File: config.mk
export PLATFORM = sky130hd
export DESIGN_NAME = tmcd_ram
export DESIGN_NICKNAME = d
export VERILOG_FILES = /design/src/rtl/text_mask_change_detector_top_assert.svh /design/src/rtl/tmcd_ram.sv
export SDC_FILE = /design/constraint.sdc
export NUM_CORES = 2
export LEC_CHECK = 0
export ABC_AREA = 1
export BUFFER_PORTS_ARGS = -buffer_cell sky130_fd_sc_hd__buf_2
export CAP_MARGIN = 20
export CORE_MARGIN = 5
export CORE_UTILIZATION = 57
export CTS_CLUSTER_DIAMETER = 50
export DETAILED_ROUTE_END_ITERATION = 12
export HOLD_SLACK_MARGIN = 0.03
export PLACE_DENSITY_LB_ADDON = 0.08
export SYNTH_ARGS = -nofsm -noshare
export SYNTH_HDL_FRONTEND = slang
export SYNTH_SLANG_ARGS = --single-unit
File: constraint.sdc
create_clock -name clock -period 1.48 [get_ports clock]
set_input_delay 0 -clock clock [delete_from_list [all_inputs] [get_ports clock]]
set_output_delay 0 -clock clock [all_outputs]
set_load 0.02 [all_outputs]
File: src/rtl/text_mask_change_detector_top_assert.svh
// ----------------------------------------------------------------------------
// text mask change detector assertion macros
// concurrent checks, clocked on clock and masked during reset
// ----------------------------------------------------------------------------
`ifndef TEXT_MASK_CHANGE_DETECTOR_TOP_ASSERT_SVH
`define TEXT_MASK_CHANGE_DETECTOR_TOP_ASSERT_SVH

`ifndef SYNTHESIS
`define ASSERT_IMPL(label, ante, cons) \
   label: assert property (@(posedge clock) disable iff (reset) (ante) |-> (cons)) \
      else $error("assertion failed");
`define ASSERT_NEXT(label, ante, cons) \
   label: assert property (@(posedge clock) disable iff (reset) (ante) |=> (cons)) \
      else $error("assertion failed");
`else
`define ASSERT_IMPL(label, ante, cons)
`define ASSERT_NEXT(label, ante, cons)
`endif

`endif

File: src/rtl/tmcd_ram.sv
// ----------------------------------------------------------------------------
// tmcd_ram
// generic simple dual port ram, one write port, registered read port
// ----------------------------------------------------------------------------
`timescale 1ns / 1ps

module tmcd_ram #(
   parameter int WIDTH = 2,
   parameter int DEPTH = 1024
) (
   input  logic                     clock,
   input  logic                     wr_en,
   input  logic [$clog2(DEPTH)-1:0] wr_addr,
   input  logic [WIDTH-1:0]         wr_data,
   input  logic [$clog2(DEPTH)-1:0] rd_addr,
   output logic [WIDTH-1:0]         rd_data
);

   logic [WIDTH-1:0] mem [DEPTH];
   logic [WIDTH-1:0] rd_data_ff;

   always_ff @(posedge clock) begin
      if (wr_en) begin
         mem[wr_addr] <= wr_data;
      end
      rd_data_ff <= mem[rd_addr];
   end

   assign rd_data = rd_data_ff;

endmodule

# [Word-level counts from Yosys, hierarchy flattened]
# Memories as Yosys holds them, arrays and structs flattened. A register that Yosys moved wholly into a read port is not among the register bits.
# Cells that the tools add are included.
[totals] register_bits=0 ramBits=2048 input_bits=24 out_inout_bits=2 wordCells=3 memories=1
[classes] n_mux=2
[memory_table] memory="mem" depth=1024 word_bits=2 rd=1 rd_ports_with_merged_regs=1 write_ports=1 line="tmcd_ram.sv:19" rtl="logic [WIDTH-1:0] mem [DEPTH];"
[ops] op="1-bit two-way mux" count=2

# [Longest topological paths before layout]
[depth] depth_word=2 depth_mapped=17 ltp_nobuf=13

# [Worst setup path after synthesis]
# No wires, ideal clock.
[synth_path] path_type="input-to-reg" startpoint="input wr_addr[2]" endpoint="memory mem[443][0], enable pin" setup_time_ns=0.309 arrival_ns=1.325 required_time_ns=1.171 slack_ns=-0.154 stages=8 path_buffers=3 cell_sequence="buf_2 nor3_1 inv_1 nor2_1 nand2_1 clkbuf_1 buf_1 nor2_1"
[synth_lines] element="start: declaration" line="tmcd_ram.sv:13" rtl="input logic [$clog2(DEPTH)-1:0] wr_addr,"
[synth_lines] element="end: declaration" line="tmcd_ram.sv:19"
# Straight into the memory's write port.

==> results.txt <==
- On the critical path, the stage with the largest delay is an instance of edfxtp_1.
* Crit Path Max Fanout: 1
* Via count: roughly 63000
- CP startpoint kind: flip-flop
- Die width: around 400 µm
- Maximum number of pins on one net before global-route repair: roughly 110
- Max-slew violation total from the final report: 0
- After routing, the total negative slack on setup checks comes to -0.5426 ns.
- Fmax achieved: 610.3 MHz
- Final HPWL DP: around 160000 µm
- The worst-case IR drop observed on VDD is 1.367 mV.
- Post-synthesis compound-gate area fraction: 0
- Across the run, the number of max-cap violations was 0.
- Initial core utilization: 0.5731
* Clock slew at the register clock pins of the worst setup and hold paths: around 0.060 ns
* Per-instance average area after synthesis: 10.90 µm²
- The initial antenna violation count is 10.
* Post-route minimum period: between 1.5 and 2 ns
- Antenna-violating nets left: 0
- Util after Layout: 0.6786
- Netlist Area Pre-Place: a little under 0.09 mm²
* Setup repair after global routing missed its margin: true
- Leakage Power: roughly 36 nW
- Nets in the synthesized netlist: 8000
- Counting cells, the worst reg-to-reg path comes to 12.
- Of the post-synthesis cell area, the dominant cell type holds 0.7073.
- Headroom to the max-slew limit: 0.5901
* Ports: 26
- At the pin with the least slew margin, the transition time is 0.6149 ns.
- GRT overflow: 0
* Largest family of logic cells by synthesized area: simple AND/OR/NAND/NOR gates
* Leading post-synthesis cells by cell area: edfxtp_1 (71%), nand3_1 (12%), nand2_1 (9.1%)
* Total routed wirelength: 259700 µm
- Full die area: 0.1605 mm²
* Routed WL per cell: between 20 and 30 µm
- Power, Total: 124.0 mW
* Deepest level of the CTS H-tree: 4
- Number of instances in the synthesized netlist: approximately 8000
* Share of post-route cells with drive strength above 1: 0.1461
- The worst setup path is of the reg -> reg kind.
- Number of unique standard cell types used by synthesis: 17
- Of the synthesized area, sequential elements account for 0.7077.
* Capturing element type of the critical path: flip-flop
* Die height: ~400 µm
- Worst hold endpoint: mem[382][1]
- Violated checks: negative setup slack
- Final #Nets: ~8200
- Number of warning messages in the yosys log: 0
- Of the total synthesized cell area, the portion taken by full adders, half adders and majority gates is 0.
- Clock Sink Count: 2050
- In this run the worst hold path is classified as in -> reg.
- Cell accounting for the most synthesized area: edfxtp_1
- Final hold slack: between 0.07 and 0.08 ns
* Area added between synthesis and finish: 18.42%
- Worst setup slack for register-to-register paths: -0.16 ns
- Initial drt markers: 7982
- First-pass GRT wire length: between 300000 and 400000 µm
- Of the total synthesized cell area, the portion taken by AND, OR, NAND and NOR gates is 0.2560.
- Counting the buffers created by CTS gives about 210.
- Register bit count reported by yosys: 2050
- Core Region: around 0.15 mm²
- The flow ran to the end, but the final reports show violations.
- Placement Rows: roughly 140
* Clock tree from TritonCTS: yes
* Cells along the critical path: nand2_1 -> nand3_1 -> nand3_1 -> nand3_1 -> nand3_2 -> nand3_2 -> nand3_2 -> nand3_4 -> nand3_4 -> nand2_2 -> nand2_2 -> nand2_1
- R2R Path Start: mem[393][0]
- Mean number of vias per cell: approximately 6.1
* Root buffer cell: clkbuf_16
- Share of the synthesized netlist area taken by xor and xnor gates: 0
* Number of global-route vias before repair: between 60000 and 70000
- Placer Congestion: around 0.88
- Worst clock skew: 0.01752 ns
- Worst-skew pair later-pin latency: 0.81 ns
- Final hold violations: 0
- Port Buf Inserts: 25
* Required time of the critical path: 2.19 ns
- STA puts the critical path data arrival time at between 2 and 2.5 ns.
- For this run, design rule violations remaining after detail routing come to 0.
- Largest stage delay, worst path: 0.38 ns
- Worst Min Path Start: wr_addr[5]
- Final number of setup-violating endpoints: 4
- The first detailed-routing pass ran for 6 iterations.
- Global Route Usage Sum: 0.3181
* Min setup slack post-route: -0.1585 ns
* Buffers from clock root to sink, at most: 3
- For this design the ratio of total power to cell area is 1205 mW/mm².
- The portion of synthesized area spent on multiplexers is 0.
* Worst hold stages: 6
- The worst register-to-register path ends at rd_data[0].
- Share of the clock period used by the worst path after layout: 1.107
[power by group]
group          switching (mW)  internal [mW]  leakage [nW]
registers              0.0440           63.9          18.4
clock network            22.0           28.8          3.19
logic                    6.16           3.06          14.4
total                    28.2           95.8          36.0
[synth_stat cells]
master / number
buf_4: 53
nand2_1: 2119
clkbuf_1: 260
buf_1: 69
dfxtp_1: 2
inv_1: 40
nand3_1: 2049
edfxtp_1: 2048
buf_2: 257
inv_4: 1
inv_2: 2
nand4_1: 5
buf_6: 5
nor3_1: 24
clkbuf_4: 1
clkinv_1: 2
nor2_1: 1039
[critical path, delay by kind of cell, from the launching register on]
family	cells	cell delay [ns]
simple gates	12	1.14
flops	1	0.38
[layer usage]
layer | routed length (µm) | track usage
met5 | 0 | 0
met4 | 8987 | 0.1027
met3 | 28790 | 0.05955
met2 | 120600 | 0.5023
met1 | 101300 | 0.4533
[final cells by class]
cell class                      instances  area [µm²]
Inverter                               45       207.7
Timing Repair Buffer                  619        7884
Sequential cell                      2050       61550
Clock inverter                        128        1065
Tap cell                             2030        2540
Multi-Input combinational cell       5236       24190
Fill cell                           11400       48760
Antenna cell                            4       10.01
Clock buffer                          264        5522
[sequential cells by signal, indices dropped and copies added (netlist names)]
| register | count |
|---|---|
| rd_data | 2 |
| mem | 2048 |
[how the worst max path moves through the flow]
stage / from / endpoint / slack, ns
global route: mem[201][0] / rd_data[0] / -0.25
detailed placement: rd_addr[0] / rd_data[0] / -0.94
global placement: rd_addr[0] / rd_data[0] / -0.94
floorplan: wr_addr[2] / mem[859][0] / -0.02
finish: mem[393][0] / rd_data[0] / -0.16
CTS: mem[928][0] / rd_data[0] / -0.10
[cells by family (layout without fill, tap and decap cells)]
family / Yosys count / after routing
DFF: 2050 / 2050
other: 0 / 4
buffers and inverters: 690 / 1056
and+or+nand+nor: 5236 / 5236
[placed cells by master, fill, tap and decap left out, drive strengths merged]
master,count
nand3,2049
buf,604
nor2,1039
dlygate4sd3,15
edfxtp,2048
dfxtp,2
clkinvlp,10
diode,4
clkinv,95
bufinv,14
inv,54
nand4,5
nor3,24
clkbuf,264
nand2,2119
[per-stage QoR]
stage               cell area (µm²)  std cells  setup WS, ns
floorplan                     86960       7976      -0.01559
global placement              94530       9967       -0.9448
detailed placement            94530       9967       -0.9359
CTS                          102200      10370       -0.1018
global route                 103000      10370       -0.2532
finish                       103000      10380       -0.1585
[what timing repair did]
item | in CTS | in global routing
hold buffers | 15 | 1
buffers inserted | 0 | 0
gates resized for setup | 178 | 159
setup endpoints to repair | 4 | 445
pin swaps | 71 | 88
hold endpoints to repair | 2119 | 16
Note: power is estimated with default switching activity, not from simulation.
