## src/rtl/text_mask_change_detector_top_assert.svh

```systemverilog
// ----------------------------------------------------------------------------
// text mask change detector assertion macros
// concurrent checks, clocked on clock and masked during reset
// ----------------------------------------------------------------------------
`ifndef TEXT_MASK_CHANGE_DETECTOR_TOP_ASSERT_SVH
`define TEXT_MASK_CHANGE_DETECTOR_TOP_ASSERT_SVH

`ifndef SYNTHESIS
`define ASSERT_IMPL(label, ante, cons) \
   label: assert property (@(posedge clock) disable iff (reset) (ante) |-> (cons)) \
      else $error("assertion failed");
`define ASSERT_NEXT(label, ante, cons) \
   label: assert property (@(posedge clock) disable iff (reset) (ante) |=> (cons)) \
      else $error("assertion failed");
`else
`define ASSERT_IMPL(label, ante, cons)
`define ASSERT_NEXT(label, ante, cons)
`endif

`endif

```

## src/rtl/tmcd_pkg.sv

```systemverilog
// ----------------------------------------------------------------------------
// tmcd_pkg
// shared types and constants of the text mask change detector
// ----------------------------------------------------------------------------
`timescale 1ns / 1ps

package tmcd_pkg;

   localparam int COUNT_W  = 18;
   localparam int CSR_AW   = 5;
   localparam int CSR_DW   = 32;

   typedef enum logic [2:0] {
      REG_FRAME_WIDTH,
      REG_FRAME_HEIGHT,
      REG_BRIGHT_LEVEL,
      REG_SATURATION_LIMIT,
      REG_DARK_LEVEL,
      REG_MIN_PIXELS,
      REG_CHANGE_PERCENT
   } reg_idx_type;

   typedef struct packed {
      logic [7:0]         bright_level;
      logic [7:0]         saturation_limit;
      logic [7:0]         dark_level;
      logic [COUNT_W-1:0] min_pixels;
      logic [6:0]         change_percent;
   } thr_type;

   typedef enum logic [1:0] {
      BK_IDLE,
      BK_SCAN,
      BK_DRAIN,
      BK_REPORT
   } back_state_type;

endpackage

```

## src/rtl/tmcd_csr.sv

```systemverilog
// ----------------------------------------------------------------------------
// tmcd_csr
// apb register file: frame size, classification levels and change limits
// ----------------------------------------------------------------------------
`timescale 1ns / 1ps

module tmcd_csr
   import tmcd_pkg::*;
#(
   parameter int MAX_WIDTH  = 1024,
   parameter int MAX_HEIGHT = 128
) (
   input  logic                             clock,
   input  logic                             reset,
   input  logic                             psel,
   input  logic                             penable,
   input  logic                             pwrite,
   input  logic [CSR_AW-1:0]                paddr,
   input  logic [CSR_DW-1:0]                pwdata,
   output logic [CSR_DW-1:0]                prdata,
   output logic                             pready,
   output logic [$clog2(MAX_WIDTH+1)-1:0]   frame_width,
   output logic [$clog2(MAX_HEIGHT+1)-1:0]  frame_height,
   output thr_type                          thr,
   output logic                             size_wr
);

   localparam int WW    = $clog2(MAX_WIDTH + 1);
   localparam int HW    = $clog2(MAX_HEIGHT + 1);
   localparam int RST_W = (1024 > MAX_WIDTH) ? MAX_WIDTH : 1024;
   localparam int RST_H = (128 > MAX_HEIGHT) ? MAX_HEIGHT : 128;

   logic [WW-1:0] width_ff,  width_in;
   logic [HW-1:0] height_ff, height_in;
   thr_type       thr_ff,    thr_in;
   logic          wr;
   reg_idx_type   idx;
   logic [31:0]   w_clamp;
   logic [31:0]   h_clamp;

   assign wr     = psel && penable && pwrite;
   assign idx    = reg_idx_type'(paddr[4:2]);
   assign pready = 1'b1;

   always_comb begin
      if (pwdata[10:0] == 11'd0) begin
         w_clamp = 32'd1;
      end else if (32'(pwdata[10:0]) > 32'(MAX_WIDTH)) begin
         w_clamp = 32'(MAX_WIDTH);
      end else begin
         w_clamp = 32'(pwdata[10:0]);
      end
      if (pwdata[7:0] == 8'd0) begin
         h_clamp = 32'd1;
      end else if (32'(pwdata[7:0]) > 32'(MAX_HEIGHT)) begin
         h_clamp = 32'(MAX_HEIGHT);
      end else begin
         h_clamp = 32'(pwdata[7:0]);
      end
   end

   always_comb begin
      width_in  = width_ff;
      height_in = height_ff;
      thr_in    = thr_ff;
      size_wr   = 1'b0;
      if (wr) begin
         case (idx)
            REG_FRAME_WIDTH: begin
               width_in = w_clamp[WW-1:0];
               size_wr  = 1'b1;
            end
            REG_FRAME_HEIGHT: begin
               height_in = h_clamp[HW-1:0];
               size_wr   = 1'b1;
            end
            REG_BRIGHT_LEVEL:     thr_in.bright_level     = pwdata[7:0];
            REG_SATURATION_LIMIT: thr_in.saturation_limit = pwdata[7:0];
            REG_DARK_LEVEL:       thr_in.dark_level       = pwdata[7:0];
            REG_MIN_PIXELS:       thr_in.min_pixels       = pwdata[COUNT_W-1:0];
            REG_CHANGE_PERCENT:   thr_in.change_percent   = pwdata[6:0];
            default: ;
         endcase
      end
   end

   always_ff @(posedge clock) begin
      if (reset) begin
         width_ff                <= WW'(RST_W);
         height_ff               <= HW'(RST_H);
         thr_ff.bright_level     <= 8'd190;
         thr_ff.saturation_limit <= 8'd40;
         thr_ff.dark_level       <= 8'd70;
         thr_ff.min_pixels       <= COUNT_W'(200);
         thr_ff.change_percent   <= 7'd15;
      end else begin
         width_ff  <= width_in;
         height_ff <= height_in;
         thr_ff    <= thr_in;
      end
   end

   always_comb begin
      case (idx)
         REG_FRAME_WIDTH:      prdata = CSR_DW'(width_ff);
         REG_FRAME_HEIGHT:     prdata = CSR_DW'(height_ff);
         REG_BRIGHT_LEVEL:     prdata = CSR_DW'(thr_ff.bright_level);
         REG_SATURATION_LIMIT: prdata = CSR_DW'(thr_ff.saturation_limit);
         REG_DARK_LEVEL:       prdata = CSR_DW'(thr_ff.dark_level);
         REG_MIN_PIXELS:       prdata = CSR_DW'(thr_ff.min_pixels);
         REG_CHANGE_PERCENT:   prdata = CSR_DW'(thr_ff.change_percent);
         default:              prdata = '0;
      endcase
   end

   assign frame_width  = width_ff;
   assign frame_height = height_ff;
   assign thr          = thr_ff;

endmodule

```

## config.mk

```make
export PLATFORM = sky130hd
export DESIGN_NAME = tmcd_csr
export DESIGN_NICKNAME = d
export VERILOG_FILES = /design/src/rtl/text_mask_change_detector_top_assert.svh /design/src/rtl/tmcd_pkg.sv /design/src/rtl/tmcd_csr.sv
export SDC_FILE = /design/constraint.sdc
export NUM_CORES = 1
export LEC_CHECK = 0
export BUFFER_PORTS_ARGS = -buffer_cell sky130_fd_sc_hd__buf_2
export CAP_MARGIN = 40
export CELL_PAD_IN_SITES_DETAIL_PLACEMENT = 0
export CELL_PAD_IN_SITES_GLOBAL_PLACEMENT = 1
export CORE_MARGIN = 2
export CORE_UTILIZATION = 34
export CTS_CLUSTER_SIZE = 28
export DETAILED_ROUTE_END_ITERATION = 6
export PLACE_DENSITY_LB_ADDON = 0.12
export REMOVE_ABC_BUFFERS = 1
export SYNTH_ARGS = -nofsm -noshare
export SYNTH_HDL_FRONTEND = slang
export SYNTH_SLANG_ARGS = --single-unit
export TNS_END_PERCENT = 10
```

## constraint.sdc

```tcl
create_clock -name clock -period 1.4 [get_ports clock]
set_input_delay 0 -clock clock [delete_from_list [all_inputs] [get_ports clock]]
set_output_delay 0 -clock clock [all_outputs]
set_load 0.01 [all_outputs]
```

# Word-level counts from Yosys, hierarchy flattened
# Index checks and enable logic that the tools add are counted.
dict set report classes {
  magnitude_cmp 2
  eq_ne 6
  n_mux 7
  reduce_logical 13
}
# cell n
set op_table {}
lappend op_table {{$pmux W18 S7} 1}
lappend op_table {{$mux W11} 2}
lappend op_table {{$mux W8} 2}
lappend op_table {{$reduce_and A2 Y1} 7}
lappend op_table {{$gt A11 B11 Y1 const B} 1}
lappend op_table {{$logic_not A11 Y1} 1}
lappend op_table {{$eq A3 B3 Y1 const B} 3}
lappend op_table {{$gt A8 B8 Y1 const B} 1}
lappend op_table {{$logic_not A8 Y1} 1}
lappend op_table {{$eq A3 B2 Y1 const B} 2}
lappend op_table {{$eq A3 B1 Y1 const B} 1}
lappend op_table {{$logic_not A3 Y1} 1}
lappend op_table {{$logic_and A1 B1 Y1} 2}
lappend op_table {{$mux W1} 2}
lappend op_table {{$reduce_or A2 Y1} 1}
dict set report totals {
  word_cells 35
  out_inout_bits 102
  input_bits 42
  register_bits 68
}

# Depth between registers and ports, before layout
dict set report logic_depth {
  depth_word 4
  mapped_depth 7
  mapped_depth_nobuf 3
}

# Worst setup path before layout
# Ideal clock, no wire load.
dict set report synth_timing {
  path_type {input -> register}
  startpoint {in paddr[3]}
  endpoint {reg thr_ff, in the netlist thr[42]}
  setup_ns 0.120
  cell_stages 6
  required_time_ns 1.280
  path_buffers 3
  t_arrival_ns 0.927
  path_slack_ns 0.354
  path_cell_list {buf_6 > and4_1 > buf_2 > buf_6 > and3_1 > a211o_1}
}
dict set report synth_between {
  elab_chain_len 2
}
# item line_no
set synth_rtl {}
lappend synth_rtl {{from (decl)} tmcd_csr.sv:18} ;# input logic [CSR_AW-1:0] paddr,
lappend synth_rtl {{$eq A3 B2 Y1} tmcd_csr.sv:68} ;# case (idx)
lappend synth_rtl {{$reduce_and A2 Y1 (no line)} n/a}
lappend synth_rtl {{to (signal assigned)} tmcd_csr.sv:99} ;# thr_ff <= thr_in;
lappend synth_rtl {{to (decl)} tmcd_csr.sv:35} ;# thr_type thr_ff, thr_in;
# Every way passes these cells.
# A chain may end at the register's enable or synchronous reset.

# Worst setup path after layout
dict set report layout_timing {
  startpoint {reg thr_ff, in the netlist thr[35]}
  endpoint {out prdata[2]}
}
dict set report layout_between {
  elab_chain_len 1
}
# item line_no
set layout_rtl {}
lappend layout_rtl {{$pmux W18 S7} tmcd_csr.sv:104} ;# case (idx)
lappend layout_rtl {{to (decl)} tmcd_csr.sv:20} ;# output logic [CSR_DW-1:0] prdata,
# Every way passes these cells.

==> out/metrics.csv <==
stage;metric;value;unit
outcome;run status;complete, but fails checks;
outcome;failing checks;setup timing;
clock_network;Clock Sink Count;68;
timing;setup slack of the critical path after layout;-0.107;ns
worst_setup_path;Crit path max-delay family;compound AO/OA/AOI/OAI gates;
yosys;Synth Cell Area;3450;um^2
power;Power per Cell Area;912;nW/um^2
detailed_routing;post-route DRC violation count;0;
detailed_routing;Antenna Violating Nets Remaining;0;
timing;unrepaired setup endpoints after global routing;true;
flow_run;reported max-cap violation count;0;
timing;achievable frequency;663;MHz
detailed_routing;total number of vias;3692;
worst_setup_path;ordered cell list for the critical path;mux2_4 > a221oi_4 > o22ai_2 > buf_2;
die;Row Count;36;
grt;GRT Overall Usage;0.226;
clock_network;maximum count of clock buffers along a single path;2;
yosys;flip-flop and latch count after synthesis;68;
timing;Final Max Tran Viols;0;
place;post-placement setup slack;0.00141;ns
detailed_routing;number of violations reported at the end of detailed-routing iteration 0;161;
worst_setup_path;worst path required time;1.40;ns
worst_setup_path;logic depth of the worst setup path including buffers;4;
yosys;proportion of synthesized chip area in sequential cells;0.394;
place;global placement routability congestion;0.787;
final_layout;nets;568;
timing;post-route clock period utilization;1.08;
yosys;distinct cell type count after synthesis;38;
worst_hold_path;Worst Hold Class;input pin to flip-flop;
grt;total global routing overflow;0;
clock_network;CTS buffer count;9;
final_layout;area growth from synthesis to layout;33.6;%
final_layout;highest-count cells in the layout ignoring fill and taps;sky130_fd_sc_hd__buf_2 (112), sky130_fd_sc_hd__dfxtp_1 (55), sky130_fd_sc_hd__a21oi_1 (48), sky130_fd_sc_hd__o21ai_0 (48), sky130_fd_sc_hd__nand3_1 (32);
worst_setup_path;Critical Path Fanout Max;2;
detailed_routing;number of vias per cell;5.56;
yosys;number of enable flip-flop cells after synthesis;0;
final_layout;leading cell type in the layout, fill and taps excluded;sky130_fd_sc_hd__buf_2;
worst_setup_path;capturing element type of the critical path;primary output;
grt;number of global-route vias before repair;3545;
yosys;number of standard cells after synthesis;398;
clock_network;H-tree Lvls;3;
place;count of input and output buffers;112;
worst_setup_path;count of cells along the worst register-to-register path;3;
die;horizontal die dimension;105;um
detailed_routing;wire length after detailed routing;12500;um
yosys;asr flop ratio synth;0;
power;leakage component of the power;1.98;nW
final_layout;final cell utilization of the core;0.470;
final_layout;ratio of cells with drive above 1 in the final layout;0.379;
worst_setup_path;Setup Crit Path Kind;flip-flop to primary output;
detailed_routing;wire per inst;18.9;um
clock_network;root buffer cell;sky130_fd_sc_hd__clkbuf_8;
worst_setup_path;buffers plus inverters on the worst setup path;1;
worst_setup_path;Largest stage delay, worst path;0.33;ns
timing;Finish-stage setup viols;7;
die;height of the die;105;um
timing;slew margin rel.;0.606;
detailed_routing;first-pass iteration count of the detailed router;4;
grt;global-route wire length before repair;19800;um
yosys;most used flip-flop cell after synthesis;sky130_fd_sc_hd__dfxtp_1;
clock_network;CTS tree;built;
die;Starting Density;0.352;
timing;Tightest Pin Transition;0.591;ns
worst_setup_path;Arrival @ worst endpoint;1.51;ns
die;Placeable Area;9820;um^2
worst_hold_path;worst hold path stage count;3;
final_layout;Diodes inserted;0;
timing;number of hold violations in the final report;0;
timing;worst-case clock skew;0;ns
yosys;synthesized area per cell;8.68;um^2
grt;maximum number of pins on one net before global-route repair;41;
timing;shortest clock period the worst path allows after layout;1.51;ns
die;number of I/O pins;144;
worst_setup_path;category of the worst setup path launch point;flip-flop;
clock_network;clock-pin slew on the worst setup and hold paths;0.09;ns
die;Total Die Area;11000;um^2
power;peak ir drop on the vdd network;0.376;mV
clock_network;clock latency reported for the late side of the worst-skew pair;0.34;ns
yosys;number of warning messages in the yosys log;0;
worst_setup_path;slowest library cell on the worst path;sky130_fd_sc_hd__dfxtp_2;
place;DP Wirelength;8610;um
grt;initial antenna violation count;0;
## report_power, final
part / switching [mW] / leakage (nW) / internal, mW
Sequential: 0.0139 / 0.553 / 1.95
Clock: 0.845 / 0.0958 / 0.831
Combinational: 0.350 / 1.33 / 0.222
Total: 1.21 / 1.98 / 3.00
## state kept, by name, summed over array words and instances, names as in the netlist
register and cells:
thr 49, frame_width 11, frame_height 8
## cells in the mapped netlist, types with 2 or more instances
cell                       count  share of area
sky130_fd_sc_hd__and3_1       26          0.047
sky130_fd_sc_hd__nand2_2       2         0.0036
sky130_fd_sc_hd__o22ai_1       3         0.0054
sky130_fd_sc_hd__nand2b_1      2         0.0036
sky130_fd_sc_hd__o21ai_0      53          0.077
sky130_fd_sc_hd__a221oi_1      6          0.015
sky130_fd_sc_hd__buf_6         5          0.016
sky130_fd_sc_hd__nor2_1        7         0.0076
sky130_fd_sc_hd__nor4_1        2         0.0036
sky130_fd_sc_hd__nand2_1       9         0.0098
sky130_fd_sc_hd__dfxtp_1      68           0.39
sky130_fd_sc_hd__mux2_2        9          0.029
sky130_fd_sc_hd__a21oi_1      48          0.070
sky130_fd_sc_hd__a211o_1      19          0.048
sky130_fd_sc_hd__nand3_1      32          0.046
sky130_fd_sc_hd__mux4_2        4          0.026
sky130_fd_sc_hd__buf_2         9          0.013
sky130_fd_sc_hd__inv_1         2         0.0022
sky130_fd_sc_hd__nor2b_1       7          0.013
sky130_fd_sc_hd__a22oi_1      11          0.024
sky130_fd_sc_hd__nand4b_1     16          0.041
sky130_fd_sc_hd__clkbuf_1     18          0.020
sky130_fd_sc_hd__buf_4        24          0.052
sky130_fd_sc_hd__conb_1        2         0.0022
## layout make-up
class | instances | area [um^2]
tap | 133 | 166
sequential | 68 | 1380
fill | 1050 | 5200
timing repair buffer | 161 | 1030
clock inverter | 7 | 76.3
inverter | 3 | 11.3
clock buffer | 9 | 124
multi-input combinational | 283 | 1830
## what timing repair did
item                                    CTS  global route
hold buffers                             16             0
endpoints found under the hold margin    28             0
gates resized for setup                  22             6
pin swaps                                 9             0
endpoints found under the setup margin    8             9
setup buffers                             2             0
## final timing paths
path | end | slack, ns | start
hold reg to reg | frame_height[6] | 0.49 | frame_height[6]
setup reg to reg | frame_height[0] | 0.60 | frame_height[0]
setup / recovery | prdata[2] | -0.11 | thr[35]
hold / removal | thr[17] | 0.03 | pwdata[10]
## through the flow
stage | hold slack, ns | cell area [um^2] | power [mW] | TNS (ns) | instances
floorplan | 0.0475 | 3150 | 2.20 | -1.42 | 354
global placement | 0.254 | 4170 | 2.53 | -0.0147 | 630
detailed placement | 0.262 | 4170 | 2.53 | 0 | 630
CTS | 0.0301 | 4610 | 4.24 | -0.409 | 664
global route | 0.0634 | 4620 | 4.36 | -0.684 | 664
finish | 0.0327 | 4620 | 4.21 | -0.347 | 664
## metal layers
layer  vias up  track usage  routed length [um]
met4         0       0.0667                 170
met2       155        0.363                5860
met3        14       0.0449                 866
li1       1709            -                   -
met5         -            0                   0
met1      1814        0.307                5620
## worst reg2reg max path, delay by kind of cell, from the launching register on
family           cells  cell delay [ns]
AO/OA/AOI/OAI        2             0.23
flip-flops           1             0.32
AND/OR/NAND/NOR      1             0.12
## kinds of logic (layout without fill, tap and decap cells)
kind of cell / count (synthesis) / count (layout) / share of synthesized area
compound gates: 144 / 144 / 0.251
buf+inv: 60 / 180 / 0.106
flops: 68 / 68 / 0.394
simple gates: 111 / 111 / 0.192
mux: 13 / 13 / 0.0554
other cells: 2 / 15 / 0.00217
(Power assumes the default switching activity.)
