**src/rtl/text_mask_change_detector_top_assert.svh**
```systemverilog
// ----------------------------------------------------------------------------
// text mask change detector assertion macros
// concurrent checks, clocked on clock and masked during reset
// ----------------------------------------------------------------------------
`ifndef TEXT_MASK_CHANGE_DETECTOR_TOP_ASSERT_SVH
`define TEXT_MASK_CHANGE_DETECTOR_TOP_ASSERT_SVH

`ifndef SYNTHESIS
`define ASSERT_IMPL(label, ante, cons) \
   label: assert property (@(posedge clock) disable iff (reset) (ante) |-> (cons)) \
      else $error("assertion failed");
`define ASSERT_NEXT(label, ante, cons) \
   label: assert property (@(posedge clock) disable iff (reset) (ante) |=> (cons)) \
      else $error("assertion failed");
`else
`define ASSERT_IMPL(label, ante, cons)
`define ASSERT_NEXT(label, ante, cons)
`endif

`endif

```
**src/rtl/tmcd_pkg.sv**
```systemverilog
// ----------------------------------------------------------------------------
// tmcd_pkg
// shared types and constants of the text mask change detector
// ----------------------------------------------------------------------------
`timescale 1ns / 1ps

package tmcd_pkg;

   localparam int COUNT_W  = 18;
   localparam int CSR_AW   = 5;
   localparam int CSR_DW   = 32;

   typedef enum logic [2:0] {
      REG_FRAME_WIDTH,
      REG_FRAME_HEIGHT,
      REG_BRIGHT_LEVEL,
      REG_SATURATION_LIMIT,
      REG_DARK_LEVEL,
      REG_MIN_PIXELS,
      REG_CHANGE_PERCENT
   } reg_idx_type;

   typedef struct packed {
      logic [7:0]         bright_level;
      logic [7:0]         saturation_limit;
      logic [7:0]         dark_level;
      logic [COUNT_W-1:0] min_pixels;
      logic [6:0]         change_percent;
   } thr_type;

   typedef enum logic [1:0] {
      BK_IDLE,
      BK_SCAN,
      BK_DRAIN,
      BK_REPORT
   } back_state_type;

endpackage

```
**src/rtl/tmcd_if.sv**
```systemverilog
// ----------------------------------------------------------------------------
// tmcd channel interfaces
// pixel request channel and frame result channel, valid/ready
// ----------------------------------------------------------------------------
`timescale 1ns / 1ps

interface tmcd_req_if;
   logic       valid;
   logic       ready;
   logic [7:0] red;
   logic [7:0] green;
   logic [7:0] blue;
   logic       frame_start;

   modport source (output valid, red, green, blue, frame_start, input ready);
   modport sink   (input valid, red, green, blue, frame_start, output ready);
endinterface


```
**src/rtl/tmcd_front.sv**
```systemverilog
// ----------------------------------------------------------------------------
// tmcd_front
// pixel intake: classification, line buffer write and row decision queue
// ----------------------------------------------------------------------------
`timescale 1ns / 1ps

module tmcd_front
   import tmcd_pkg::*;
#(
   parameter int MAX_WIDTH     = 1024,
   parameter int MAX_HEIGHT    = 128,
   parameter int NEIGHBOR_STEP = 5
) (
   input  logic                                    clock,
   input  logic                                    reset,
   tmcd_req_if.sink                                req,
   input  logic [$clog2(MAX_WIDTH+1)-1:0]          frame_width,
   input  logic [$clog2(MAX_HEIGHT+1)-1:0]         frame_height,
   input  thr_type                                 thr,
   input  logic                                    size_wr,
   input  logic                                    back_busy,
   input  logic                                    cmd_take,
   output logic                                    cmd_valid,
   output logic [$clog2(MAX_HEIGHT)-1:0]           cmd_first_row,
   output logic [$clog2(MAX_HEIGHT)-1:0]           cmd_last_row,
   output logic                                    cmd_final,
   output logic [$clog2(2*NEIGHBOR_STEP+1)-1:0]    cmd_first_slot,
   output logic                                    cls_wr_en,
   output logic [$clog2(2*NEIGHBOR_STEP+1)-1:0]    cls_wr_slot,
   output logic [$clog2(MAX_WIDTH)-1:0]            cls_wr_addr,
   output logic [1:0]                              cls_wr_data,
   output logic                                    clear
);

   localparam int L  = 2 * NEIGHBOR_STEP + 1;
   localparam int SB = $clog2(L);
   localparam int CB = $clog2(MAX_WIDTH);
   localparam int WW = $clog2(MAX_WIDTH + 1);
   localparam int RB = $clog2(MAX_HEIGHT);
   localparam int HW = $clog2(MAX_HEIGHT + 1);

   logic [CB-1:0] col_ff,  col_in;
   logic [RB-1:0] row_ff,  row_in;
   logic [SB-1:0] slot_ff, slot_in;
   logic          cmd_v_ff, cmd_v_in;
   logic [RB-1:0] cmd_first_ff, cmd_first_in;
   logic [RB-1:0] cmd_last_ff,  cmd_last_in;
   logic          cmd_final_ff, cmd_final_in;
   logic [SB-1:0] cmd_slot_ff,  cmd_slot_in;

   logic          accept;
   logic          restart;
   logic [CB-1:0] eff_col;
   logic [RB-1:0] eff_row;
   logic [SB-1:0] eff_slot;
   logic [9:0]    sum;
   logic [20:0]   lum_prod;
   logic [7:0]    lum;
   logic [7:0]    hi_rg, lo_rg, hi, lo, spread;
   logic          bright, dark;
   logic [WW-1:0] col_inc;
   logic          row_end, row_last, row_ge_s, push;
   logic [SB-1:0] slot_minus, slot_plus1;

   assign req.ready = !cmd_v_ff && !back_busy;
   assign accept    = req.valid && req.ready;
   assign restart   = req.frame_start || (col_ff == '0 && row_ff == '0);
   assign eff_col   = req.frame_start ? '0 : col_ff;
   assign eff_row   = req.frame_start ? '0 : row_ff;
   assign eff_slot  = req.frame_start ? '0 : slot_ff;

   // average by multiply with 683/2048, exact for sums up to 765
   assign sum      = 10'(req.red) + 10'(req.green) + 10'(req.blue);
   assign lum_prod = 21'(sum) * 21'd683;
   assign lum      = lum_prod[18:11];
   assign hi_rg    = (req.red > req.green) ? req.red : req.green;
   assign lo_rg    = (req.red < req.green) ? req.red : req.green;
   assign hi       = (req.blue > hi_rg) ? req.blue : hi_rg;
   assign lo       = (req.blue < lo_rg) ? req.blue : lo_rg;
   assign spread   = hi - lo;
   assign bright   = (lum > thr.bright_level) && (spread < thr.saturation_limit);
   assign dark     = lum < thr.dark_level;

   assign col_inc    = WW'(eff_col) + WW'(1);
   assign row_end    = col_inc >= frame_width;
   assign row_last   = (HW'(eff_row) + HW'(1)) >= frame_height;
   assign row_ge_s   = 32'(eff_row) >= NEIGHBOR_STEP;
   assign slot_minus = (32'(eff_slot) >= NEIGHBOR_STEP) ? eff_slot - SB'(NEIGHBOR_STEP)
                                                        : eff_slot + SB'(L - NEIGHBOR_STEP);
   assign slot_plus1 = (eff_slot == SB'(L - 1)) ? '0 : eff_slot + SB'(1);
   assign push       = accept && row_end && (row_ge_s || row_last);

   always_comb begin
      col_in       = col_ff;
      row_in       = row_ff;
      slot_in      = slot_ff;
      cmd_v_in     = cmd_v_ff && !cmd_take;
      cmd_first_in = cmd_first_ff;
      cmd_last_in  = cmd_last_ff;
      cmd_final_in = cmd_final_ff;
      cmd_slot_in  = cmd_slot_ff;
      if (size_wr) begin
         col_in  = '0;
         row_in  = '0;
         slot_in = '0;
      end else if (accept) begin
         if (!row_end) begin
            col_in  = eff_col + CB'(1);
            row_in  = eff_row;
            slot_in = eff_slot;
         end else begin
            col_in = '0;
            if (!row_last) begin
               row_in  = eff_row + RB'(1);
               slot_in = slot_plus1;
            end else begin
               row_in  = '0;
               slot_in = '0;
            end
         end
         if (push) begin
            cmd_v_in     = 1'b1;
            cmd_first_in = row_ge_s ? eff_row - RB'(NEIGHBOR_STEP) : '0;
            cmd_last_in  = row_last ? eff_row : eff_row - RB'(NEIGHBOR_STEP);
            cmd_final_in = row_last;
            cmd_slot_in  = row_ge_s ? slot_minus : '0;
         end
      end
   end

   always_ff @(posedge clock) begin
      if (reset) begin
         col_ff   <= '0;
         row_ff   <= '0;
         slot_ff  <= '0;
         cmd_v_ff <= 1'b0;
      end else begin
         col_ff   <= col_in;
         row_ff   <= row_in;
         slot_ff  <= slot_in;
         cmd_v_ff <= cmd_v_in;
      end
   end

   always_ff @(posedge clock) begin
      cmd_first_ff <= cmd_first_in;
      cmd_last_ff  <= cmd_last_in;
      cmd_final_ff <= cmd_final_in;
      cmd_slot_ff  <= cmd_slot_in;
   end

   assign cmd_valid      = cmd_v_ff;
   assign cmd_first_row  = cmd_first_ff;
   assign cmd_last_row   = cmd_last_ff;
   assign cmd_final      = cmd_final_ff;
   assign cmd_first_slot = cmd_slot_ff;
   assign cls_wr_en      = accept;
   assign cls_wr_slot    = eff_slot;
   assign cls_wr_addr    = eff_col;
   assign cls_wr_data    = {dark, bright};
   assign clear          = accept && restart;

endmodule

```
**src/flat_wrapper.sv**
```systemverilog
// flat-port wrapper written by rule: the top's interface ports become plain ports
module tmcd_front_flat import tmcd_pkg::*;
#(
   parameter int MAX_WIDTH     = 1024,
   parameter int MAX_HEIGHT    = 128,
   parameter int NEIGHBOR_STEP = 5
)
  (clock, reset, frame_width, frame_height, thr, size_wr, back_busy, cmd_take, cmd_valid, cmd_first_row, cmd_last_row, cmd_final, cmd_first_slot, cls_wr_en, cls_wr_slot, cls_wr_addr, cls_wr_data, clear, req_valid, req_red, req_green, req_blue, req_frame_start, req_ready);
  tmcd_req_if req_i ();
  input  logic clock;
  input  logic reset;
  input  logic [$clog2(MAX_WIDTH+1)-1:0] frame_width;
  input  logic [$clog2(MAX_HEIGHT+1)-1:0] frame_height;
  input  thr_type thr;
  input  logic size_wr;
  input  logic back_busy;
  input  logic cmd_take;
  output logic cmd_valid;
  output logic [$clog2(MAX_HEIGHT)-1:0] cmd_first_row;
  output logic [$clog2(MAX_HEIGHT)-1:0] cmd_last_row;
  output logic cmd_final;
  output logic [$clog2(2*NEIGHBOR_STEP+1)-1:0] cmd_first_slot;
  output logic cls_wr_en;
  output logic [$clog2(2*NEIGHBOR_STEP+1)-1:0] cls_wr_slot;
  output logic [$clog2(MAX_WIDTH)-1:0] cls_wr_addr;
  output logic [1:0] cls_wr_data;
  output logic clear;
  input wire logic [$bits(req_i.valid)-1:0] req_valid;
  input wire logic [$bits(req_i.red)-1:0] req_red;
  input wire logic [$bits(req_i.green)-1:0] req_green;
  input wire logic [$bits(req_i.blue)-1:0] req_blue;
  input wire logic [$bits(req_i.frame_start)-1:0] req_frame_start;
  output wire logic [$bits(req_i.ready)-1:0] req_ready;
  assign req_i.valid = req_valid;
  assign req_i.red = req_red;
  assign req_i.green = req_green;
  assign req_i.blue = req_blue;
  assign req_i.frame_start = req_frame_start;
  assign req_ready = req_i.ready;
  tmcd_front #(.MAX_WIDTH(MAX_WIDTH), .MAX_HEIGHT(MAX_HEIGHT), .NEIGHBOR_STEP(NEIGHBOR_STEP)) u_core (.clock(clock), .reset(reset), .req(req_i), .frame_width(frame_width), .frame_height(frame_height), .thr(thr), .size_wr(size_wr), .back_busy(back_busy), .cmd_take(cmd_take), .cmd_valid(cmd_valid), .cmd_first_row(cmd_first_row), .cmd_last_row(cmd_last_row), .cmd_final(cmd_final), .cmd_first_slot(cmd_first_slot), .cls_wr_en(cls_wr_en), .cls_wr_slot(cls_wr_slot), .cls_wr_addr(cls_wr_addr), .cls_wr_data(cls_wr_data), .clear(clear));
endmodule
```
**config.mk**
```make
export PLATFORM = sky130hd
export DESIGN_NAME = tmcd_front_flat
export DESIGN_NICKNAME = d
export VERILOG_FILES = /design/src/rtl/text_mask_change_detector_top_assert.svh /design/src/rtl/tmcd_pkg.sv /design/src/rtl/tmcd_if.sv /design/src/rtl/tmcd_front.sv /design/src/flat_wrapper.sv
export SDC_FILE = /design/constraint.sdc
export NUM_CORES = 1
export LEC_CHECK = 0
export BUFFER_PORTS_ARGS = -buffer_cell sky130_fd_sc_hd__buf_2
export CORE_MARGIN = 2
export CORE_UTILIZATION = 52
export DETAILED_ROUTE_END_ITERATION = 16
export GPL_ROUTABILITY_DRIVEN = 0
export PLACE_DENSITY = 0.77
export RECOVER_POWER = 25
export SKIP_LAST_GASP = 1
export SYNTH_ARGS = -nofsm -noshare
export SYNTH_HDL_FRONTEND = slang
export SYNTH_SLANG_ARGS = --single-unit
```
**constraint.sdc**
```tcl
create_clock -name clock -period 12.7 [get_ports clock]
set_input_delay 2.54 -clock clock [delete_from_list [all_inputs] [get_ports clock]]
set_output_delay 2.54 -clock clock [all_outputs]
set_load 0.01 [all_outputs]
```
; Word-level counts from Yosys, hierarchy flattened
; Cells that the tools add are included.
[word_totals]
regBits = 41
[classes]
add_sub_neg = 11
n_mul = 1
magnitude_cmp = 11
n_eq_ne = 1
n_mux = 18
n_bitwise = 1
n_reduce_logical = 17
[op_table]
columns = op, count
row1 = < comparator 8 bit, 4
row2 = 2-to-1 mux 8 bit, 4
row3 = 2-to-1 mux 7 bit, 4
row4 = > comparator 8 bit, 3
row5 = 2-to-1 mux 10 bit, 2
row6 = 2-to-1 mux 4 bit, 5
row7 = multiplier 10 x 10 -> 19 bit (second input constant), 1
row8 = adder 10 x 1 -> 11 bit (second input constant), 1
row9 = >= comparator 11 bit, 1
row10 = adder 10 x 1 -> 10 bit (second input constant), 1
row11 = adder 10 x 8 -> 10 bit, 1
row12 = zero test 10 bit, 1
row13 = adder 8 x 8 -> 9 bit, 1
row14 = adder 7 x 1 -> 8 bit (second input constant), 1
row15 = >= comparator 8 bit, 1
row16 = logical AND 1 bit, 8
row17 = subtractor 8 bit, 1
row18 = adder 7 x 1 -> 7 bit (second input constant), 1
row19 = >= comparator 7 x 3 -> 1 bit (second input constant), 1
row20 = zero test 7 bit, 1
row21 = subtractor 7 x 3 -> 7 bit (second input constant), 1
row22 = adder 4 x 1 -> 4 bit (second input constant), 1
row23 = adder 4 x 3 -> 4 bit (second input constant), 1
row24 = equality test 4 bit (second input constant), 1
row25 = 8 further kinds, 13

; Depth between registers and ports, before layout
; Gate-level depths: netlist of the first run.
[depth]
depth_word = 8
ltp_mapped = 42

; Least setup slack after synthesis of the first run
; OpenSTA, ideal clock, no wires.
[synth_path]
path_kind = input to output
startpoint = input req_green[0]
endpoint = output cls_wr_data[1]
t_arrival_ns = 9.651
required_time_ns = 10.160
setup_slack_ns = 0.509
path_stages = 35
path_cell_list = ha_1 inv_1 fa_1 inv_1 ha_1 a21o_1 a21oi_1 nor2b_1 o31ai_1 nand2_1 a21oi_1 xor2_1 inv_1 ha_1 ha_1 inv_1 fa_1 inv_1 fa_1 inv_1 fa_1 inv_1 ha_1 a211oi_1 o21ai_0 a22oi_1 a21boi_0 a21oi_1 a21o_1 a21oi_1 xnor2_1 ha_1 a2111o_1 o31ai_1 buf_4
[synth_via]
elab_chain_cells = 4
[synth_rtl]
columns = element, line
row1 = start: declaration, flat_wrapper.sv:30  ; input wire logic [$bits(req_i.green)-1:0] req_green;
row2 = adder 8 x 8 -> 9 bit, tmcd_front.sv:73  ; assign sum = 10'(req.red) + 10'(req.green) + 10'(req.blue);
row3 = adder 10 x 8 -> 10 bit, tmcd_front.sv:73
row4 = multiplier 10 x 10 -> 19 bit, tmcd_front.sv:74  ; assign lum_prod = 21'(sum) * 21'd683;
row5 = < comparator 8 bit, tmcd_front.sv:82  ; assign dark = lum < thr.dark_level;
row6 = end: declaration, flat_wrapper.sv:26  ; output logic [1:0] cls_wr_data;
; No other way between the ends.

; Worst setup path in the final report of the first run
[layout_path]
startpoint = input req_green[0]
endpoint = output cls_wr_data[0]
[layout_via]
elab_chain_cells = 7
[layout_rtl]
columns = element, line
row1 = "parallel branches: the longest is 6 deep, another holds multiplier 10 x 10 -> 19 bit", --
row2 = logical AND 1 bit *, tmcd_front.sv:81  ; assign bright = (lum > thr.bright_level) && (spread < thr.saturation_limit);
; Every way passes the cells marked *.

==> results.cfg, run 1 <==
[drt]
routed_wl_mm = 14.8
drt-initial-drc-count = 304
final_antenna_net_count = 0
wire_per_inst_um = 13.4
viasPerCell = 5.31
drtPass1Iterations = 4
num_vias = 5867
drc_errors = 0

[cells_and_area]
num-fill-cells = 1123
layout_commonest_cell = ha_1
syn2layout_area_growth_pct = 16.6
mostFrequentLayoutCells = ha_1, inv_1, buf_2
drive_gt1_share_pct = 17.3
nets = 1213
stdcell_count = 1105
final_cell_area_um2 = 7950
insertedDiodeCount = 0

[synth]
synth_simple_gate_area_share_pct = 13.4
muxShareOfSynthArea_pct = 4.00
synth_top_family_by_area = adder cells
yosys_warnings = 0
syn_area_per_cell_um2 = 8.43
syn_inst = 809
ys_ff_latch = 41
yosysSeqAreaShare_pct = 14.8
synth_top_flop_cell = dfxtp_1
synth_compound_area_share_pct = 16.2
synthArstFlopShare_pct = 0
synth_nets = 1090
synth_area_um2 = 6820
synth_adder_area_share_pct = 36.0
synth-xor-area-share_pct = 6.81
ys_types = 66
synth-edff-count = 19

[floorplan]
start_util_pct = 53.6
ios = 138
die_h_um = 119
row_count = 41
core_um2 = 12700
die-area_um2 = 14000
die_w_um = 119

[clocking]
insertion_delay_ns = 0.28
cts_tree = built
cts_buffers = 5
cts_sinks = 41
clock_path_buffers = 2
root_buffer = clkbuf_16
ctsHoldBuffers = 0
ctsHtreeMaxLevel = 2
clkTransAtPathRegs_ns = 0.05

[sta]
setup_viol = 0
fin_skew_ns = 0.00600
fin_tns_setup_ns = 0
hold_viol = 0
slew_headroom_pct = 9.60
finalMaxSlewViolations = 0
tightest_slew_ns = 1.36
min_period_over_period_pct = 97.8
max_freq_ghz = 0.0805
fin_crit_ns = 12.42

[place]
dp_hpwl_mm = 12.4
port_buffers = 112
placed_cell_area_um2 = 7660
dp_cells = 1093

[hold_path]
hold_path_depth = 2
min_path_type = reg -> reg

[setup_path]
start_kind = input pin
cp.depth = 40
cp_num_buf_inv = 10
rr_worst_depth = 14
cpPeakStageDelay_ns = 0.55
crit_family = adder cells
cp_max_fo = 3
cp_data_required_time_ns = 10.16
cp_common_cell = inv_1
worstSetupEndpointType = primary output
reg2reg_slack_ns = 8.85
cp.arrival_ns = 9.88
cpMaxStageDelayCell = fa_2
worstSetupPathType = in -> out

[global_route]
antenna_found_initial = 0
grt_start_max_net_pins = 32
overflow = 0
track_usage_pct = 21.2
grt_pass1_vias = 5745
grt_first_pass_wirelength_mm = 25.4

[status]
status = complete, no violations

[flow_run]
drv_cap = 0
## flip-flops by register name, summed over array words and instances (netlist names)
register	cells
u_core.row_ff	7
u_core.slot_ff	4
u_core.col_ff	10
u_core.cmd_final	1
u_core.cmd_valid	1
u_core.cmd_last_row	7
u_core.cmd_first_row	7
u_core.cmd_first_slot	4
## routing by layer
| layer | part of all wire [%] | global-route usage, % | routed length [um] | vias to the layer above |
|---|---|---|---|---|
| met1 | 45 | 26.9 | 6660 | 2657 |
| met3 | 5.1 | 2.56 | 753 | 14 |
| met5 | 0 | 0 | 0 | - |
| met4 | 1.2 | 4.24 | 183 | 0 |
| li1 | - | - | - | 3047 |
| met2 | 49 | 38.4 | 7260 | 149 |
## final timing paths
check	startpoint	endpoint
setup / recovery	req_green[0]	cls_wr_data[0]
hold / removal	u_core.col_ff[9]	u_core.col_ff[9]
setup reg to reg	u_core.row_ff[0]	u_core.slot_ff[3]
hold reg to reg	u_core.col_ff[9]	u_core.col_ff[9]
## metrics by stage
| stage | util (%) | setup WS [ns] | hold slack [ns] |
|---|---|---|---|
| finish | 62.5 | 0.283 | 0.466 |
| global route | 62.5 | -0.0960 | 0.490 |
| CTS | 61.6 | 0.0441 | 0.469 |
| detailed placement | 60.2 | -0.107 | 0.459 |
| global placement | 60.2 | 0.0773 | 0.442 |
| floorplan | - | 0.509 | 0.434 |
## cells in the mapped netlist (all sizes together), types with 5 or more instances
| cell | instances | area, um^2 |
|---|---|---|
| o21ai | 33 | 169 |
| fa | 24 | 480 |
| dfxtp | 22 | 440 |
| xnor2 | 33 | 289 |
| mux2i | 19 | 190 |
| a21oi | 66 | 334 |
| buf | 5 | 42.5 |
| xor2 | 20 | 175 |
| nor2 | 54 | 205 |
| nor3 | 7 | 35.0 |
| ha | 158 | 1980 |
| nor2b | 20 | 125 |
| nand2b | 13 | 81.3 |
| o21bai | 7 | 52.6 |
| mux2 | 5 | 60.1 |
| o21a | 7 | 52.6 |
| nand3 | 25 | 130 |
| a22o | 6 | 52.6 |
| inv | 130 | 488 |
| clkbuf | 16 | 60.1 |
| edfxtp | 19 | 571 |
| a211oi | 5 | 37.5 |
| nand4 | 8 | 50.1 |
| nand2 | 40 | 150 |
| and3 | 6 | 37.5 |
| a21o | 13 | 97.6 |
## worst min-delay path: cells and delay by family, from the launching register on
family / cells / cell delay, ns
flops: 1 / 0.32
compound gates: 1 / 0.05
simple gates: 1 / 0.05
## logic make-up after synthesis
| family | count (synthesis) |
|---|---|
| AOI/OAI and AO/OA | 171 |
| adders and majority gates | 182 |
| xor gates and xnor gates | 53 |
| muxes | 25 |
| DFF | 41 |
| buffers and inverters | 151 |
| and+or+nand+nor | 186 |
## cell type report
type	count	area (um^2)	area share [%]
Multi-Input combinational cell	617	5350	67.3
Inverter	130	488	6.14
Clock inverter	3	41.3	0.519
Tap cell	172	215	2.71
Sequential cell	41	1010	12.7
Clock buffer	5	125	1.57
Timing Repair Buffer	137	722	9.08
## repair_timing
item                                    in CTS  in global routing
resized for setup                            4                 24
endpoints found under the setup margin       2                  2
endpoints found under the hold margin        0                  0
pin swaps                                    0                 22
buffers inserted                             0                  4
Power of run 1 is not shown: default switching activity piles up to over one toggle a cycle in this logic, so the estimate is an artifact.
==> run 2, diff against run 1 <==
--- a/config.mk
+++ b/config.mk
@@ -10,8 +10,9 @@
 export CORE_UTILIZATION = 52
 export DETAILED_ROUTE_END_ITERATION = 16
 export GPL_ROUTABILITY_DRIVEN = 0
+export GPL_TIMING_DRIVEN = 0
 export PLACE_DENSITY = 0.77
-export RECOVER_POWER = 25
+export RECOVER_POWER = 100
 export SKIP_LAST_GASP = 1
 export SYNTH_ARGS = -nofsm -noshare
 export SYNTH_HDL_FRONTEND = slang
==> run 2 against run 1 <==
  * The flow now finishes with violations (max-capacitance violations, max-slew violations)
  * Critical path depth unchanged
  * Final area up 1.1%
  * Non-clock buffer count up 8
  * Worst setup slack better by 0.0085 ns
  * First-iteration DRC count up 47%
  * Clock-buffer cell count unchanged
  * Via count up 1.7%
  * Die area unchanged
  * Sequential cell count unchanged
  * Hold slack better by 0.0092 ns
==> results.cfg, run 2 (synthesis gave the netlist of run 1 again) <==
[sta]
fin_skew_ns = 0.00162
fin_tns_setup_ns = 0
fin_crit_ns = 12.41
slew_headroom_pct = -49.7
max_freq_ghz = 0.0806
tightest_slew_ns = 2.19
min_period_over_period_pct = 97.7
holdWs_ns = 0.475
hold_viol = 0
finalWorstSetupSlack_ns = 0.291
setup_viol = 0
finalMaxSlewViolations = 9

[cells_and_area]
num-fill-cells = 1121
nets = 1221
insertedDiodeCount = 0
layout_commonest_cell = ha_1
syn2layout_area_growth_pct = 17.9
largest_register_ff_count = 10
largest_register = u_core.col_ff
drive_gt1_share_pct = 15.7
mostFrequentLayoutCells = ha_1, inv_1, buf_2
final_core_util_pct = 63.2

[setup_path]
cp_data_required_time_ns = 10.16
cp.arrival_ns = 9.87
worstSetupEndpointType = primary output
cpMaxStageDelayCell = fa_2
cpPeakStageDelay_ns = 0.57
start_kind = input pin
worstSetupPathType = in -> out
reg2reg_slack_ns = 7.49
cp_max_fo = 5
cp_common_cell = inv_1

[floorplan]
core_um2 = 12700
die-area_um2 = 14000
ios = 138
die_w_um = 119
die_h_um = 119
row_count = 41
start_util_pct = 53.6

[clocking]
insertion_delay_ns = 0.28
cts_sinks = 41
clock_path_buffers = 2
root_buffer = clkbuf_16
ctsHtreeMaxLevel = 2
clkTransAtPathRegs_ns = 0.06
cts_tree = built
cts_buffers = 5
ctsHoldBuffers = 0

[global_route]
antenna_found_initial = 0
overflow = 0
grt_first_pass_wirelength_mm = 26.2
track_usage_pct = 22.1
grt_pass1_vias = 5921
grt_start_max_net_pins = 15

[drt]
drt-initial-drc-count = 446
wire_per_inst_um = 14.0
routed_wl_mm = 15.6
viasPerCell = 5.36
drtPass1Iterations = 5
drc_errors = 0
num_vias = 5965
final_antenna_net_count = 0

[status]
status = finished, violations left
violations = max-capacitance violations, max-slew violations

[place]
port_buffers = 112
dp_hpwl_mm = 12.9
place_ws_ns = -0.603

[flow_run]
drv_cap = 1

[hold_path]
min_path_type = reg -> reg
-- run 2: cell count changes in the layout (fill, tap and decap cells not counted), sizes merged --
cell	before	now
buf	116	89
inv	130	131
bufinv	1	2
clkbuf	26	61
clkinvlp	1	0
clkinv	1	0
-- run 2: worst max-delay path: cells and delay by family --
| kind | cells | cell delay, ns |
|---|---|---|
| xor+xnor | 2 | 0.30 |
| buf+inv | 10 | 0.73 |
| compound gates | 13 | 2.38 |
| fa+ha+maj | 10 | 3.51 |
| simple gates | 5 | 0.40 |
-- run 2: per-layer routing --
layer / share of wire, % / wire (um) / GRT usage, % / up-vias
li1: - / - / - / 3048
met2: 49 / 7620 / 39.8 / 178
met3: 5.0 / 774 / 2.41 / 22
met4: 1.5 / 235 / 4.84 / 0
met5: 0 / 0 / 0 / -
met1: 45 / 7010 / 28.3 / 2717
-- run 2: path summary, 6_finish.rpt --
check | cells past startpoint | startpoint | end
worst max register to register | 13 | u_core.col_ff[0] | u_core.cmd_first_row[3]
worst min-delay path | 2 | u_core.col_ff[9] | u_core.col_ff[9]
worst min register to register | 2 | u_core.col_ff[9] | u_core.col_ff[9]
worst max-delay path | 40 | req_green[0] | cls_wr_data[0]
-- run 2: area by class of cell --
| class | instances | area [um^2] | area share (%) |
|---|---|---|---|
| flip-flops and latches | 41 | 1010 | 12.6 |
| well taps | 172 | 215 | 2.68 |
| inverters | 130 | 488 | 6.07 |
| multi-input cells | 617 | 5430 | 67.5 |
| plain buffers | 21 | 103 | 1.28 |
| clock inverters | 3 | 68.8 | 0.856 |
| clock buffers | 5 | 125 | 1.56 |
| repair buffers | 124 | 601 | 7.47 |
-- run 2: what timing repair did --
action | in CTS | in global routing
pin swaps | 2 | 30
endpoints found under the hold margin | 0 | 0
buffers inserted | 1 | 9
resized for setup | 15 | 35
endpoints found under the setup margin | 2 | 2
-- run 2: stage by stage --
step	cell area [um^2]	std cells
final	8040	1113
after global routing	8040	1113
after CTS	7880	1104
after detailed placement	7610	1095
after global placement	7590	1093
after floorplan	6820	809
Power of run 2 is left out for the same reason.
==> run 3, diff against run 2 <==
--- a/config.mk
+++ b/config.mk
@@ -7,11 +7,11 @@
 export LEC_CHECK = 0
 export BUFFER_PORTS_ARGS = -buffer_cell sky130_fd_sc_hd__buf_2
 export CORE_MARGIN = 2
-export CORE_UTILIZATION = 52
+export CORE_UTILIZATION = 58
 export DETAILED_ROUTE_END_ITERATION = 16
 export GPL_ROUTABILITY_DRIVEN = 0
 export GPL_TIMING_DRIVEN = 0
-export PLACE_DENSITY = 0.77
+export PLACE_DENSITY = 0.82
 export RECOVER_POWER = 100
 export SKIP_LAST_GASP = 1
 export SYNTH_ARGS = -nofsm -noshare
==> constraint.sdc (replaced) <==
create_clock -name clock -period 11.5 [get_ports clock]
set_input_delay 2.3 -clock clock [delete_from_list [all_inputs] [get_ports clock]]
set_output_delay 2.3 -clock clock [all_outputs]
set_load 0.01 [all_outputs]
==> run 3 against run 2 <==
  * The flow finishes with violations (max-capacitance violations, max-slew violations, negative setup slack)
  * Critical path type unchanged
  * Via count rose by 4.4%
  * Hold slack improved by 0.00087 ns
  * Final area rose by 2.1%
  * Highest routed layer is now met5
==> results.cfg, run 3 (synthesis gave the netlist of run 1 again) <==
[sta]
tightest_slew_ns = 1.86
rsz0062_at_grt = yes
finalMaxSlewViolations = 7
finalWorstSetupSlack_ns = -0.228
fin_crit_ns = 11.73
fin_skew_ns = 0.00348
slew_headroom_pct = -27.2
max_freq_ghz = 0.0853
hold_viol = 0
setup_viol = 2
min_period_over_period_pct = 102

[global_route]
grt_pass1_vias = 6215
overflow = 0
grt_start_max_net_pins = 15
track_usage_pct = 26.0
grt_first_pass_wirelength_mm = 27.7
antenna_found_initial = 1

[clocking]
ctsHoldBuffers = 0
clock_path_buffers = 2
cts_tree = built
cts_sinks = 41
root_buffer = clkbuf_16
cts_buffers = 5
clkTransAtPathRegs_ns = 0.06
ctsHtreeMaxLevel = 2
insertion_delay_ns = 0.28

[cells_and_area]
syn2layout_area_growth_pct = 20.3
nets = 1235
largest_register = u_core.col_ff
largest_register_ff_count = 10
drive_gt1_share_pct = 18.8
layout_commonest_cell = ha_1
num-fill-cells = 885
insertedDiodeCount = 0
mostFrequentLayoutCells = ha_1, inv_1, buf_2

[place]
place_ws_ns = -0.846
port_buffers = 112
dp_hpwl_mm = 13.1

[setup_path]
cp_common_cell = ha_4
cp_max_fo = 4
cp_data_required_time_ns = 9.20
crit_family = adder cells
worstSetupPathType = in -> out
cpMaxStageDelayCell = fa_1
worstSetupEndpointType = primary output
cp_num_buf_inv = 7
cp.arrival_ns = 9.43
start_kind = input pin
cpPeakStageDelay_ns = 0.51

[drt]
final_antenna_net_count = 0
drc_errors = 0
drtPass1Iterations = 5
drt-initial-drc-count = 340
routed_wl_mm = 16.9
viasPerCell = 5.67
num_vias = 6225
wire_per_inst_um = 15.4

[flow_run]
drv_cap = 1

[floorplan]
ios = 138
die-area_um2 = 12600
core_um2 = 11500
die_h_um = 112
start_util_pct = 59.5
die_w_um = 112
row_count = 39

[status]
status = finished, violations left
violations = max-capacitance violations, max-slew violations, negative setup slack

[hold_path]
min_path_type = reg -> reg
run 3: cell types whose count changed in the layout (fill, tap and decap cells not counted), moves of 2 or more:
cell / change
inv_1: -6
a21oi_1: -2
xor2_1: -2
ha_1: -5
ha_4: +5
inv_2: +5
buf_8: +2
buf_4: +12
xor2_2: +2
a21oi_2: +3
run 3: through the flow:
step	hold WS, ns	utilization (%)	area, um^2	instances	TNS [ns]
final	0.476	71.5	8200	1098	-0.450
after global placement	0.454	66.3	7600	1064	-1.53
after CTS	0.478	70.6	8100	1088	-0.0545
after global routing	0.507	71.5	8200	1098	-1.13
after floorplan	0.434	-	6860	809	0
after detailed placement	0.461	66.4	7620	1066	-1.68
run 3: final timing paths:
kind,start,endpoint,slack [ns],cells past startpoint
worst min-delay path,u_core.slot_ff[1],u_core.slot_ff[1],0.48,1
worst min register to register,u_core.slot_ff[1],u_core.slot_ff[1],0.48,1
worst max register to register,u_core.col_ff[0],u_core.cmd_first_slot[2],6.46,13
worst max-delay path,req_green[0],cls_wr_data[0],-0.23,37
run 3: layer usage:
metal	vias to the layer above	GRT usage, %	wire [um]
li1	3084	-	-
met1	2890	32.0	7070
met2	203	46.9	8330
met3	46	3.08	911
met4	2	9.43	583
met5	-	0	13
run 3: layout make-up:
type | instances | area [um^2] | share of cell area, %
buffer | 19 | 87.6 | 1.07
clock buffer | 5 | 125 | 1.53
clock inverter | 3 | 46.3 | 0.564
inverter | 130 | 490 | 5.98
multi-input combinational | 617 | 5520 | 67.3
sequential | 41 | 1010 | 12.3
tap | 143 | 179 | 2.18
timing repair buffer | 140 | 742 | 9.05
run 3: timing repair:
item | 4_1_cts | 5_1_grt
gates resized for setup | 43 | 22
endpoints found under the hold margin | 0 | 0
setup buffers | 16 | 10
pin swaps | 45 | 27
setup endpoints to repair | 2 | 2
Power of run 3 is left out for the same reason.
